**src/sv/vtqp_pkg.sv**
```systemverilog
`default_nettype none
// ----------------------------------------------------------------------------
// vtqp_pkg
// Shared widths, stage counts, register codes, types and byte quantizers for
// the vertex transform, quantize and pack pipeline.
// ----------------------------------------------------------------------------
package vtqp_pkg;

	localparam int IN_W  = 472;
	localparam int OUT_W = 320;

	localparam int L2_W        = 61;
	localparam int ROOT_W      = L2_W + 1;
	localparam int LEN_W       = 31;
	localparam int NUM_W       = 47;
	localparam int DEN_W       = 32;
	localparam int QUO_W       = 15;

	localparam int NMAT_STAGES = 4;
	localparam int SQRT_STAGES = ROOT_W / 2;
	localparam int PREP_STAGES = 1;
	localparam int DIV_STAGES  = QUO_W;
	localparam int XF_STAGES   = 3;
	localparam int PIPE_DEPTH  = NMAT_STAGES + SQRT_STAGES + PREP_STAGES + DIV_STAGES;
	localparam int SB_DELAY    = PIPE_DEPTH - XF_STAGES;

	localparam logic [1:0] MODE_SKIN  = 2'd0;
	localparam logic [1:0] MODE_PLAIN = 2'd1;
	localparam logic [1:0] MODE_LMAP  = 2'd2;

	localparam logic [2:0] REG_MODE    = 3'd0;
	localparam logic [2:0] REG_ROW_X   = 3'd1;
	localparam logic [2:0] REG_ROW_Y   = 3'd2;
	localparam logic [2:0] REG_ROW_Z   = 3'd3;
	localparam logic [2:0] REG_TRANS_XY = 3'd4;
	localparam logic [2:0] REG_TRANS_Z = 3'd5;
	localparam logic [2:0] REG_NMAT_LO = 3'd6;
	localparam logic [2:0] REG_NMAT_HI = 3'd7;

	typedef logic [2:0][31:0] svec_t;

	typedef struct packed {
		logic zero;
		logic ovf;
		logic neg;
	} tag_t;

	typedef struct packed {
		logic [31:0] pos_x;
		logic [31:0] pos_y;
		logic [31:0] pos_z;
		logic [63:0] uv;
		logic [31:0] color;
		logic [31:0] color2;
		logic        tneg;
	} side_t;

	function automatic logic [7:0] sat_byte(input logic [15:0] raw);
		logic [22:0] prod;
		logic [8:0]  q;
		prod = {8'd0, raw[14:0]} * 23'd255;
		q = prod[22:14];
		if (raw[15])
			return 8'd0;
		else if (q[8])
			return 8'hFF;
		else
			return q[7:0];
	endfunction

	function automatic logic [7:0] wrap_byte(input logic [15:0] raw);
		logic [16:0] mag;
		logic [24:0] prod;
		logic [7:0]  m;
		mag = raw[15] ? 17'(~{1'b1, raw} + 17'd1) : {1'b0, raw};
		prod = {8'd0, mag} * 25'd255;
		m = prod[21:14];
		return raw[15] ? 8'(~m + 8'd1) : m;
	endfunction

	function automatic logic [15:0] uv2_quant(input logic [24:0] raw);
		logic [39:0] prod;
		logic [23:0] q;
		prod = {16'd0, raw[23:0]} * 40'd65535;
		q = prod[39:16];
		if (raw[24])
			return 16'd0;
		else if (q[23:16] != 8'd0)
			return 16'hFFFF;
		else
			return q[15:0];
	endfunction

endpackage
`default_nettype wire

```
**src/sv/vtqp_div.sv**
```systemverilog
`default_nettype none
// ----------------------------------------------------------------------------
// vtqp_div
// Pipelined restoring divider, one quotient bit per stage, with a tag
// carried alongside.
// ----------------------------------------------------------------------------
module vtqp_div import vtqp_pkg::*; (
	input  wire logic             clk,
	input  wire logic             en,
	input  wire logic [NUM_W-1:0] num,
	input  wire logic [DEN_W-1:0] den,
	input  wire tag_t             tag_in,
	output logic [QUO_W-1:0]      quo,
	output tag_t                  tag_out
);

	logic [NUM_W-1:0] rem_s [DIV_STAGES];
	logic [DEN_W-1:0] den_s [DIV_STAGES];
	logic [QUO_W-1:0] quo_s [DIV_STAGES];
	tag_t             tag_s [DIV_STAGES];

	for (genvar g = 0; g < DIV_STAGES; g++) begin : g_stage
		localparam int I = DIV_STAGES - 1 - g;
		logic [NUM_W-1:0] rem_in;
		logic [DEN_W-1:0] den_in;
		logic [QUO_W-1:0] quo_in;
		tag_t             tag_in_g;
		logic [NUM_W-1:0] shifted;

		if (g == 0) begin : g_first
			assign rem_in   = num;
			assign den_in   = den;
			assign quo_in   = '0;
			assign tag_in_g = tag_in;
		end else begin : g_next
			assign rem_in   = rem_s[g-1];
			assign den_in   = den_s[g-1];
			assign quo_in   = quo_s[g-1];
			assign tag_in_g = tag_s[g-1];
		end

		assign shifted = NUM_W'(den_in) << I;

		always_ff @(posedge clk) begin
			if (en) begin
				if (rem_in >= shifted) begin
					rem_s[g] <= rem_in - shifted;
					quo_s[g] <= quo_in | (QUO_W'(1) << I);
				end else begin
					rem_s[g] <= rem_in;
					quo_s[g] <= quo_in;
				end
				den_s[g] <= den_in;
				tag_s[g] <= tag_in_g;
			end
		end
	end

	assign quo     = quo_s[DIV_STAGES-1];
	assign tag_out = tag_s[DIV_STAGES-1];

endmodule
`default_nettype wire

```
**config.mk**
```make
export PLATFORM = sky130hd
export DESIGN_NAME = vtqp_div
export DESIGN_NICKNAME = d
export VERILOG_FILES = /design/src/sv/vtqp_pkg.sv /design/src/sv/vtqp_div.sv
export SDC_FILE = /design/constraint.sdc
export NUM_CORES = 2
export LEC_CHECK = 0
export BUFFER_PORTS_ARGS = -buffer_cell sky130_fd_sc_hd__buf_4
export CAP_MARGIN = 20
export CORE_MARGIN = 2
export CORE_UTILIZATION = 50
export DETAILED_ROUTE_END_ITERATION = 10
export PLACE_DENSITY = 0.66
export SLEW_MARGIN = 20
export SYNTH_ARGS = -nofsm -noshare
export SYNTH_HDL_FRONTEND = slang
export SYNTH_SLANG_ARGS = --single-unit
```
**constraint.sdc**
```tcl
create_clock -name clk -period 7.6 [get_ports clk]
set_clock_uncertainty 0.1 [all_clocks]
set_input_delay 0.38 -clock clk [delete_from_list [all_inputs] [get_ports clk]]
set_output_delay 0.38 -clock clk [all_outputs]
set_load 0.05 [all_outputs]
```
==> reports/summary.txt <==
Clk slew on worst S/H paths - 0.06 ns
Layout cells sized above 1 - 0.0725
Crit Path Max Fanout - 40
Initial antenna violation count - 1
Synthesis-stage register bit count - 1,271
Setup TNS - 0 ns
First-pass GRT wire length - 292,000 um
Relative slew slack - 0.236
Most frequent cells in the layout - edfxtp_1 (1,271), inv_1 (616), nand2_1 (585)
# clock sinks - 1,271
Worst VDD drop - 0.000220 V
CP endpoint kind - flop
Row cnt - 140
CTS root buf - clkbuf_16
CP Data Required Time - 8.02 ns
Most common cell after layout, fill and taps aside - edfxtp_1
Routability congestion estimate - 0.968
Syn Inst Count - 6,911
Synth-to-layout area growth - 11.5%
Tot GR Track Use - 0.252
Placeable Area - 146,000 um2
Post-DP Area - 76,400 um2
Ys Warns - 0
WL final - 192,000 um
ANT nets after route - 0
Count of pins over their slew limit - 0
Post-route cell area - 82,000 um2
Top_reg_cell synth - edfxtp_1
H-tree depth - 4
Critical path type - in2reg
Clk buf depth - 3
Largest net degree at the start of global routing - 196
CTS Buf Count - 146
Post-route clock period utilization - 0.659
1st-iter DRT viols - 3,004
Avg Cell Area, Syn - 10.6 um2
Post-synth EDFFs - 1,271
Status - completed
Worst skew pair latency - 0.79 ns
# DRC - 0
Library cells used by synthesis - 90
First drt pass iteration count - 6
Power density over the cells - 377 nW/um2
Minimum clock period - 5.01 ns
Vias per std cell - 5.70
Post-synth ARST share - 0
Vias in the first global route - 53,300
Sequential-to-total area share from yosys stat - 0.519
HP Class - in2reg
Global route total overflow - 0
Die height - 387 um
Setup Fix Bufs, Post-CTS - 0
Initial Utilization - 0.504
Hold_buf cts - 83
Via Count - 51,900
CTS tree - yes
PortBufs - 101
RSZ-0062 raised after global routing - false
CP Data Arrival Time - 5.44 ns
Dpl hpwl - 150,000 um
Syn nets - 7,489
Final setup violation count - 0
Die X - 387 um
Wire per inst - 21.1 um
# resized after CTS - 0
Die area - 150,000 um2
Final hold violation count - 0
Max_cap viols - 0
Leak - 32.2 nW
CP Launch Type - primary input
Achievable clock frequency - 200 MHz
Least-Margin Pin Slew - 1.13 ns
IO Pins - 102
Synthesized cell area - 73,500 um2
Total Nets Final - 7,644
[layer usage]
layer	track usage	routed length, um	vias up
met5	0	0	-
met4	0.194	16500	0
met3	0.0288	4930	612
met2	0.505	106000	1255
met1	0.226	64000	24300
li1	-	-	25700
[power by group]
| group | internal [mW] | leakage, nW | switching (mW) | total, mW |
|---|---|---|---|---|
| logic | 5.22 | 17.6 | 7.71 | 12.9 |
| registers | 10.0 | 12.3 | 0.995 | 11.0 |
| clock network | 4.08 | 2.31 | 2.90 | 6.98 |
[cells by family after synthesis]
kind of cell,Yosys count,synth area share
compound gates,1885,0.160
xor+xnor,462,0.0550
fa+ha+maj,494,0.0855
buf+inv,846,0.0435
flops,1271,0.519
mux,95,0.0142
simple gates,1858,0.122
[state kept, by name, summed over array words and instances (netlist names)]
name / cells
tag_s: 45
den_s: 448
rem_s: 658
quo_s: 120
[layout make-up]
cell class	instances	area [um2]
antenna	1	2.50
clock buffer	177	3810
clock inverter	89	975
fill	12400	63700
inverter	618	2320
multi-input combinational	4794	32300
sequential	1271	38200
tap	1917	2400
timing repair buffer	235	2020
[cell usage after synthesis (18+ instances only)]
library cell,count,share of area
edfxtp_1,1271,0.52
inv_1,617,0.031
nand2_1,585,0.030
a21oi_1,555,0.038
o21ai_0,494,0.034
ha_1,480,0.082
nor2_1,441,0.023
xnor2_1,253,0.030
a21o_1,236,0.024
xor2_1,209,0.025
clkbuf_1,196,0.010
nand3_1,125,0.0085
nor3_1,121,0.0082
nand4_1,103,0.0088
a31oi_1,77,0.0066
mux2_2,75,0.011
nor2b_1,71,0.0060
o21bai_1,71,0.0072
o21a_1,68,0.0069
nand2b_1,67,0.0057
nor4_1,67,0.0057
and3_1,62,0.0053
a211oi_1,52,0.0053
o211ai_1,41,0.0042
or3_1,41,0.0035
and2_1,37,0.0031
o31ai_1,37,0.0038
o31a_1,35,0.0042
or4_1,28,0.0029
a21boi_0,26,0.0027
or2_2,25,0.0021
a211o_1,20,0.0024
mux2i_1,20,0.0027
nand3b_1,19,0.0019
buf_1,18,0.00092
[final timing paths]
| path | from | end | slack [ns] | depth (start not counted) |
|---|---|---|---|---|
| setup reg to reg | den_s[0][161] | rem_s[0][310] | 2.98 | 11 |
| setup / recovery | num[41] | rem_s[0][30] | 2.59 | 13 |
| hold reg to reg | quo_s[1][50] | quo_s[1][65] | 0.31 | 0 |
| hold / removal | den[28] | den_s[0][28] | 0.21 | 2 |
[worst max-delay path, stage by stage]
cell           delay, ns
dlygate4sd3_1       0.55
buf_4               0.14
ha_1                0.40
inv_1               0.13
nor3_1              0.83
nand3_1             0.51
nor4_1              0.63
nand2_1             0.35
nand3_1             0.22
a221oi_1            0.12
inv_2               0.30
buf_4               0.46
mux2_2              0.39
[per-stage QoR]
stage          worst slack (ns)   util  cells  power (mW)  hold WS (ns)
3_3_place_gp               2.49  0.524   8750        23.8         0.300
6_report                   2.59  0.563   9102        30.9         0.213
3_5_place_dp               2.47  0.524   8752        23.9         0.305
2_1_floorplan              4.03      -   6911        20.3         0.300
4_1_cts                    2.73  0.563   9101        31.0         0.156
5_1_grt                    2.64  0.563   9101        32.9         0.178
Power figures use the tool's default switching activity.
